===== src/hdl/assert_macros.svh =====
// Assertion helpers for the RTL.
`ifndef ASSERT_MACROS_SVH
`define ASSERT_MACROS_SVH

// Check a property on aclk, suspended while aresetn is low.
`define PSET_ASSERT(lbl, prop, msg) \
    lbl: assert property (@(posedge aclk) disable iff (!aresetn) prop) else $error(msg);

// Check a property on aclk, also during reset.
`define PSET_ASSERT_ALWAYS(lbl, prop, msg) \
    lbl: assert property (@(posedge aclk) prop) else $error(msg);

`endif


===== src/hdl/pset_pkg.sv =====
`timescale 1ns / 1ps
// ----------------------------------------------------------------------------
// pset_pkg
// Types and codes shared by the prefix entry table modules.
// ----------------------------------------------------------------------------
package pset_pkg;

    localparam logic [1:0] ACT_ADD    = 2'd0;
    localparam logic [1:0] ACT_REMOVE = 2'd1;
    localparam logic [1:0] ACT_LOOKUP = 2'd2;
    localparam logic [1:0] ACT_FIND   = 2'd3;

    localparam logic REG_PREFIX_UPPER  = 1'b0;
    localparam logic REG_PREFIX_LENGTH = 1'b1;

    localparam logic [5:0] PREFIX_LENGTH_RESET = 6'd56;

    // One table entry; for the result, valid carries the hit flag.
    typedef struct packed {
        logic        valid;
        logic [63:0] addr_upper;
        logic [63:0] addr_lower;
        logic [63:0] key_word0;
        logic [63:0] key_word1;
        logic [63:0] key_word2;
        logic [63:0] key_word3;
        logic [63:0] time_sec;
        logic [29:0] time_nsec;
    } entry_t;

    typedef enum logic [1:0] {
        RES_FLAG,
        RES_ENTRY,
        RES_MISS
    } res_sel_t;

    typedef struct packed {
        logic     load_in;
        logic     exec;
        logic     clr_wr;
        logic     ptr_zero;
        logic     ptr_inc;
        logic     res_load;
        res_sel_t res_sel;
        logic     out_load;
    } cmd_t;

    typedef struct packed {
        logic [1:0] action;
        logic       entry_hit;
        logic       older;
        logic       ptr_last;
        logic       clr_last;
    } status_t;

endpackage


===== src/hdl/pset_ctrl.sv =====
`timescale 1ns / 1ps
// ----------------------------------------------------------------------------
// pset_ctrl
// Sequencer for clear pass, single-entry actions and the find-older scan.
// ----------------------------------------------------------------------------
module pset_ctrl
    import pset_pkg::*;
(
    input  logic    aclk,
    input  logic    aresetn,
    input  logic    s_valid,
    output logic    s_ready,
    output logic    m_valid,
    input  logic    m_ready,
    input  status_t status,
    output cmd_t    cmd
);

    typedef enum logic [5:0] {
        ST_CLEAR = 6'b000001,
        ST_IDLE  = 6'b000010,
        ST_EXEC  = 6'b000100,
        ST_LOOK  = 6'b001000,
        ST_SCAN  = 6'b010000,
        ST_FIN   = 6'b100000
    } state_t;

    state_t state_reg, state_next;
    logic   m_valid_reg, m_valid_next;

    always_comb begin
        state_next = state_reg;
        cmd        = '0;
        cmd.res_sel = RES_MISS;
        unique case (state_reg)
            ST_CLEAR: begin
                cmd.clr_wr  = 1'b1;
                cmd.ptr_inc = 1'b1;
                if (status.clr_last) begin
                    state_next = ST_IDLE;
                end
            end
            ST_IDLE: begin
                if (s_valid) begin
                    cmd.load_in = 1'b1;
                    state_next  = ST_EXEC;
                end
            end
            ST_EXEC: begin
                cmd.exec     = 1'b1;
                cmd.ptr_zero = 1'b1;
                unique case (status.action)
                    ACT_ADD, ACT_REMOVE: begin
                        cmd.res_load = 1'b1;
                        cmd.res_sel  = RES_FLAG;
                        state_next   = ST_FIN;
                    end
                    ACT_LOOKUP: state_next = ST_LOOK;
                    default:    state_next = ST_SCAN;
                endcase
            end
            ST_LOOK: begin
                cmd.res_load = 1'b1;
                cmd.res_sel  = status.entry_hit ? RES_ENTRY : RES_MISS;
                state_next   = ST_FIN;
            end
            ST_SCAN: begin
                priority if (status.older) begin
                    cmd.res_load = 1'b1;
                    cmd.res_sel  = RES_ENTRY;
                    state_next   = ST_FIN;
                end else if (status.ptr_last) begin
                    cmd.res_load = 1'b1;
                    cmd.res_sel  = RES_MISS;
                    state_next   = ST_FIN;
                end else begin
                    cmd.ptr_inc = 1'b1;
                end
            end
            ST_FIN: begin
                // hold the result until the output register is free
                if (!m_valid_reg || m_ready) begin
                    cmd.out_load = 1'b1;
                    state_next   = ST_IDLE;
                end
            end
            default: state_next = ST_IDLE;
        endcase
    end

    always_comb begin
        m_valid_next = m_valid_reg;
        if (cmd.out_load) begin
            m_valid_next = 1'b1;
        end else if (m_ready) begin
            m_valid_next = 1'b0;
        end
    end

    always_ff @(posedge aclk) begin
        if (!aresetn) begin
            state_reg   <= ST_CLEAR;
            m_valid_reg <= 1'b0;
        end else begin
            state_reg   <= state_next;
            m_valid_reg <= m_valid_next;
        end
    end

    assign s_ready = (state_reg == ST_IDLE);
    assign m_valid = m_valid_reg;

endmodule


===== config.mk =====
export PLATFORM = sky130hd
export DESIGN_NAME = pset_ctrl
export DESIGN_NICKNAME = d
export VERILOG_FILES = /design/src/hdl/assert_macros.svh /design/src/hdl/pset_pkg.sv /design/src/hdl/pset_ctrl.sv
export SDC_FILE = /design/constraint.sdc
export NUM_CORES = 1
export LEC_CHECK = 0
export BUFFER_PORTS_ARGS = -buffer_cell sky130_fd_sc_hd__buf_2
export CAP_MARGIN = 20
export CORE_AREA = 2 2 39 41
export CTS_CLUSTER_SIZE = 28
export DETAILED_ROUTE_END_ITERATION = 16
export DIE_AREA = 0 0 41 43
export PLACE_DENSITY = 0.63
export SLEW_MARGIN = 20
export SYNTH_ARGS = -nofsm -noshare
export SYNTH_HDL_FRONTEND = slang
export SYNTH_SLANG_ARGS = --single-unit
export TNS_END_PERCENT = 50

===== constraint.sdc =====
create_clock -name aclk -period 2.5 [get_ports aclk]
set_clock_uncertainty 0.1 [all_clocks]
set_input_delay 0 -clock aclk [delete_from_list [all_inputs] [get_ports aclk]]
set_output_delay 0 -clock aclk [all_outputs]
set_load 0.01 [all_outputs]

==> results of run 1 <==
==> cells in the mapped netlist (2+ instances only) <==
cell,count,area (µm²)
dfxtp_1,7,140
nand2_1,6,22.5
nor2_1,4,15.0
o21ai_0,4,20.0
inv_1,3,11.3
nand3_1,3,15.0
nand3b_1,3,22.5
nor3b_1,3,22.5
a21oi_1,2,10.0
buf_4,2,15.0
nor3_1,2,10.0
o21a_1,2,15.0
==> per-stage QoR <==
stage / hold slack (ns) / setup WS (ns)
2_1_floorplan: -0.0238 / 1.02
3_3_place_gp: 0.0899 / 0.957
3_5_place_dp: 0.0945 / 0.935
4_1_cts: 0.0167 / 0.472
5_1_grt: 0.0505 / 0.378
6_report: 0.0160 / 0.461
==> layer usage <==
layer | part of all wire, % | vias to the layer above | track usage (%)
li1 | - | 271 | -
met3 | 3.0 | 0 | 1.57
met5 | 0 | - | 0
met1 | 45 | 242 | 22.1
met2 | 52 | 9 | 24.7
met4 | 0 | 0 | 6.00
==> worst register-to-register path, stage by stage (launching register included) <==
cell and delay [ns]:
dfxtp_1 0.36, or4_4 0.59, nor2_4 0.15, nand2_1 0.08, nor3_1 0.13, dlygate4sd3_1 0.57
==> power by group through the flow <==
| stage | logic [mW] | registers, mW | clock network, mW |
|---|---|---|---|
| detailed placement | 0.0651 | 0.128 | 0 |
| global placement | 0.0648 | 0.127 | 0 |
| CTS | 0.0736 | 0.125 | 0.101 |
| global route | 0.0807 | 0.127 | 0.109 |
| finish | 0.0738 | 0.125 | 0.102 |
| floorplan | 0.0424 | 0.126 | 0 |
==> final timing paths <==
check	from	to	cells after the start
setup reg to reg	state_reg[4]	state_reg[3]	5
hold / removal	m_ready	m_valid	3
hold reg to reg	m_valid	m_valid	2
setup / recovery	state_reg[4]	state_reg[3]	5
==> final cells by class <==
| cell class | count | share of cell area [%] |
|---|---|---|
| Multi-Input combinational cell | 46 | 44.6 |
| Timing Repair Buffer | 27 | 25.6 |
| Sequential cell | 7 | 21.1 |
| Clock buffer | 4 | 3.95 |
| Tap cell | 16 | 3.01 |
| Inverter | 3 | 1.69 |
==> cell families (layout without fill, tap and decap cells) <==
| group | Yosys count | in the layout |
|---|---|---|
| simple gates | 33 | 33 |
| buf+inv | 6 | 34 |
| flops | 7 | 7 |
| compound gates | 13 | 13 |
==> run metrics, run 1 <==
run status finished, final reports clean; Cell Chain, Critical Path or4_4 -> nor2_4 -> nand2_1 -> nor3_1 -> dlygate4sd3_1; Crit. End Element flop; placed cell area ~570 µm²; EDFF count, synth 0; CP Launch Type flop; internal power 216 µW; Filler Cells Inserted approximately 140; most common cell after layout, fill and taps aside buf_2; Detailed Route WL around 1200 µm; WP buf/inv 1; critical path's largest stage delay between 0.5 and 0.6 ns; RSZ-0062 raised after global routing no; register area roughly 140 µm²; Least-Margin Pin Slew between 0.4 and 0.5 ns; crit path max-delay cell type or4_4; Final Cycle Share about four fifths; HP Class primary input to flop; fin cells about 100; flops & latches, synth 7; Post-CTS Setup Repair Bufs 0; sw frac between 20% and 30%; Vias around 520; pwr/cell area 453 nW/µm²; Clock Path Buffers 2; CP delay by family, top simple AND/OR/NAND/NOR gates; Syn Area/Cell roughly 8 µm²; XOR/XNOR Fraction of Synth Area 0%; most frequent cells in the layout 20 x buf_2, 7 x dlygate4sd3_1, 7 x dfxtp_1; Core Util, Final 48.0%; first-pass GRT wire length 1970 µm; Die Wd between 40 and 50 µm; WS Path Type flop to flop; Synth Area in Compound Gates a little under a fifth; max_cap viols 0; flop2flop setup slack approximately 0.46 ns; Final Wtd Congestion 0.720; Min Clock Period, post-route between 2 and 2.5 ns; antenna-violating nets left 0; GRT Total Usage 16.0%; cell row count 14; Leak ~0.28 nW; cts hold-fix bufs 7; clk_lat worst skew roughly 0.25 ns; Ys Warns 0; multi-input logic area 297 µm²; initial antenna violation count 0; core area 1380 µm²; Area growth syn-to-layout 42.0%; power share of the clock group between 30% and 40%; detailed placer's ending HPWL 928 µm; WL/cell approximately 12 µm; main combinational cell family by area after synthesis simple AND/OR/NAND/NOR gates; Syn Nets 69; count of different cell masters after synthesis 30; sequential share of power 41.7%; Critical Path AT ~2.1 ns; placed instance count a little over 90; adder-cell area share of the yosys netlist 0%; H-tree depth 1; root buf cell clkbuf_4; Final Hold Violating Endpoints 0; main flop type after synthesis dfxtp_1; asr flop ratio synth 0%; Comb power frac approximately a quarter; PortBufs 20; CP required around 2.6 ns; Setup Total Neg Slack 0 ns; TritonCTS Sinks 7; Antenna Cells 0; via count of the first global-routing pass 486; Pwr Total roughly 300 µW; CP Max Fanout 7; Fmax approximately 500 MHz; Congestion Overflow GR 0; mux share of post-synthesis cell area 0%; Max-Slew Margin vs Limit just over 70%; Post-Syn Instances between 50 and 60; post_cts resized 0; Post-Synth Simple-Gate Area a little under half; CTS tree built; CTS Buf Count 3; 1st-iter DRT viols 9; Worst-path clk slew about 0.060 ns; Final setup viols 0; DR vias/cell 5.07; layout cells sized above 1 a little under a third; peak supply drop between 0.2 and 0.25 mV; Initial Util 33.8%; Slew Limit Fails 0; synthesized area roughly 470 µm²; pin count of the biggest net entering global routing 9; Post-route DRC 0; register area share after synthesis 29.9%; die area around 1800 µm²; chip height 43 µm; design area 664 µm²; Ports 21; Final Net Count 98; First-pass DRT Iterations 4; switching power 85.5 µW; max reg flops 6
Power figures use the tool's default switching activity.
==> run 2: changes to the inputs <==
clock period = 2 ns   (was 2.5 ns; I/O delays follow)
==> run 2 against run 1 <==
Clock-buffer cell count unchanged; first-iteration DRC count up 44%; power grew 25%; via count down 0.96%; critical path type unchanged.
==> run metrics, run 2 (same netlist as run 1, synthesis figures left out) <==
core area 1380 µm² (unchanged); R2R cell count 4 (was 5); RR Startpoint state_reg[1] (was state_reg[4]); pwr/cell area 576 nW/µm² (was 453 nW/µm²); TritonCTS Sinks 7 (unchanged); Area growth syn-to-layout 39.8% (was 42.0%); GRT Total Usage 15.7% (was 16.0%); hold wc startpoint m_ready (unchanged); Hold Path End m_valid (unchanged); Least-Margin Pin Slew 0.439 ns (was 0.429 ns); First-pass DRT Iterations 2 (was 4); Clock Path Buffers 2 (unchanged); die area 1760 µm² (unchanged); register area 140 µm² (unchanged); clk_lat worst skew 0.25 ns (about the same); Final setup viols 0 (unchanged); Vias 517 (was 522); sw frac 28.6% (was 28.4%); max reg flops 6 (unchanged); Min Clock Period, post-route 1.87 ns (was 2.04 ns); pin count of the biggest net entering global routing 9 (unchanged); WP buf/inv 1 (unchanged); root buf cell clkbuf_4 (unchanged); Congestion Overflow GR 0 (unchanged); RSZ-0062 raised after global routing no (unchanged); Detailed Route WL 1210 µm (was 1230 µm); worst hold margin 0.0125 ns (was 0.0160 ns); flop2flop setup slack 0.13 ns (was 0.46 ns); 1st-iter DRT viols 13 (was 9); Filler Cells Inserted 141 (was 139); pre-CTS setup slack 0.435 ns (was 0.935 ns); Slew Limit Fails 0 (unchanged); placed instance count 92 (unchanged); most frequent cells in the layout 20 x buf_2, 7 x dfxtp_1, 6 x nand2_1, 6 x dlygate4sd3_1 (was 20 x buf_2, 7 x dlygate4sd3_1, 7 x dfxtp_1); HP Class primary input to flop (unchanged); Worst-path clk slew 0.06 ns (about the same); internal power 269 µW (was 216 µW); CP delay by family, top simple AND/OR/NAND/NOR gates (unchanged); most common cell after layout, fill and taps aside buf_2 (unchanged); power share of the clock group 34.0% (was 33.8%); via count of the first global-routing pass 470 (was 486); Ports 21 (unchanged); crit path max-delay cell type dlygate4sd3_1 (was or4_4); CP Max Fanout 7 (unchanged); DR vias/cell 5.07 (about the same); post_cts resized 0 (unchanged); post-route setup slack 0.130 ns (was 0.461 ns); CP required 2.08 ns (was 2.58 ns); WS Path Type flop to flop (unchanged); Final Wtd Congestion 0.720 (about the same); sequential share of power 41.6% (was 41.7%); detailed placer's ending HPWL 928 µm (unchanged); Critical Path AT 1.96 ns (was 2.12 ns); WL/cell 11.8 µm (was 11.9 µm); Final Net Count 97 (was 98); H-tree depth 1 (unchanged); critical path depth 4 (was 5); max_cap viols 0 (unchanged); Post-route DRC 0 (unchanged); Final Hold Violating Endpoints 0 (unchanged); fin cells 102 (was 103); chip height 43 µm (unchanged); Setup Total Neg Slack 0 ns (unchanged); Pwr Total 377 µW (was 301 µW); layout cells sized above 1 31.4% (was 31.0%); cell row count 14 (unchanged); Cell Chain, Critical Path nor4_2 -> nand3_1 -> o21ai_0 -> dlygate4sd3_1 (was or4_4 -> nor2_4 -> nand2_1 -> nor3_1 -> dlygate4sd3_1); antenna-violating nets left 0 (unchanged); Final Cycle Share 93.5% (was 81.6%); Leak 0.277 nW (was 0.284 nW); CTS tree built (unchanged); Worst R2R End state_reg[0] (was state_reg[3]); first-pass GRT wire length 1930 µm (was 1970 µm); Die Wd 41 µm (unchanged); CP Launch Type flop (unchanged); CTS Buf Count 3 (unchanged); Initial Util 33.8% (unchanged); Antenna Cells 0 (unchanged); Fmax 535 MHz (was 490 MHz); Comb power frac 24.4% (was 24.5%); peak supply drop 0.348 mV (was 0.226 mV); multi-input logic area 297 µm² (unchanged); run status finished, final reports clean (unchanged); critical path's largest stage delay 0.56 ns (was 0.59 ns); switching power 108 µW (was 85.5 µW); Crit. End Element flop (unchanged); PortBufs 20 (unchanged); initial antenna violation count 0 (unchanged); Max-Slew Margin vs Limit 70.5% (was 71.1%); hold depth 3 (unchanged)
==> run 2: power by group through the flow <==
stage	Clock (mW)	Sequential [mW]	Combinational (mW)
after floorplan	0	0.157	0.0531
after global placement	0	0.159	0.0810
after detailed placement	0	0.159	0.0813
after CTS	0.126	0.157	0.0919
after global routing	0.135	0.158	0.101
final	0.128	0.157	0.0921
==> run 2: routing by layer <==
metal	track usage (%)	vias to the layer above	routed length [µm]
met4	6.00	0	0
met5	0	-	0
li1	-	267	-
met2	23.8	5	636
met3	1.57	0	19
met1	22.1	245	551
==> run 2: area by class of cell <==
class,instances,area share (%)
repair buffers,26,24.5
flip-flops and latches,7,21.4
multi-input cells,46,45.3
well taps,16,3.06
inverters,3,1.72
clock buffers,4,4.02
==> run 2: through the flow <==
| stage | utilization (%) | area (µm²) |
|---|---|---|
| floorplan | - | 468 |
| global placement | 41.0 | 568 |
| detailed placement | 41.0 | 568 |
| CTS | 47.3 | 654 |
| global route | 47.3 | 654 |
| finish | 47.3 | 654 |
==> run 2: worst max-delay path by stage <==
| stage | slack [ns] | startpoint | endpoint |
|---|---|---|---|
| CTS | 0.15 | state_reg[1] | state_reg[0] |
| floorplan | 0.52 | state_reg[4] | state_reg[5] |
| global placement | 0.46 | state_reg[4] | cmd[2] |
| global route | 0.06 | state_reg[1] | state_reg[0] |
| finish | 0.13 | state_reg[1] | state_reg[0] |
| detailed placement | 0.43 | state_reg[4] | cmd[2] |
==> run 2: worst reg2reg max path, stage by stage (launching register included) <==
cell           delay (ns)
dfxtp_1              0.36
nor4_2               0.41
nand3_1              0.20
o21ai_0              0.18
dlygate4sd3_1        0.56
==> run 2: repair_timing <==
action / 4_1_cts / 5_1_grt
hold buffers: 6 / 0
setup buffers: 0 / 0
endpoints found under the hold margin: 6 / 0
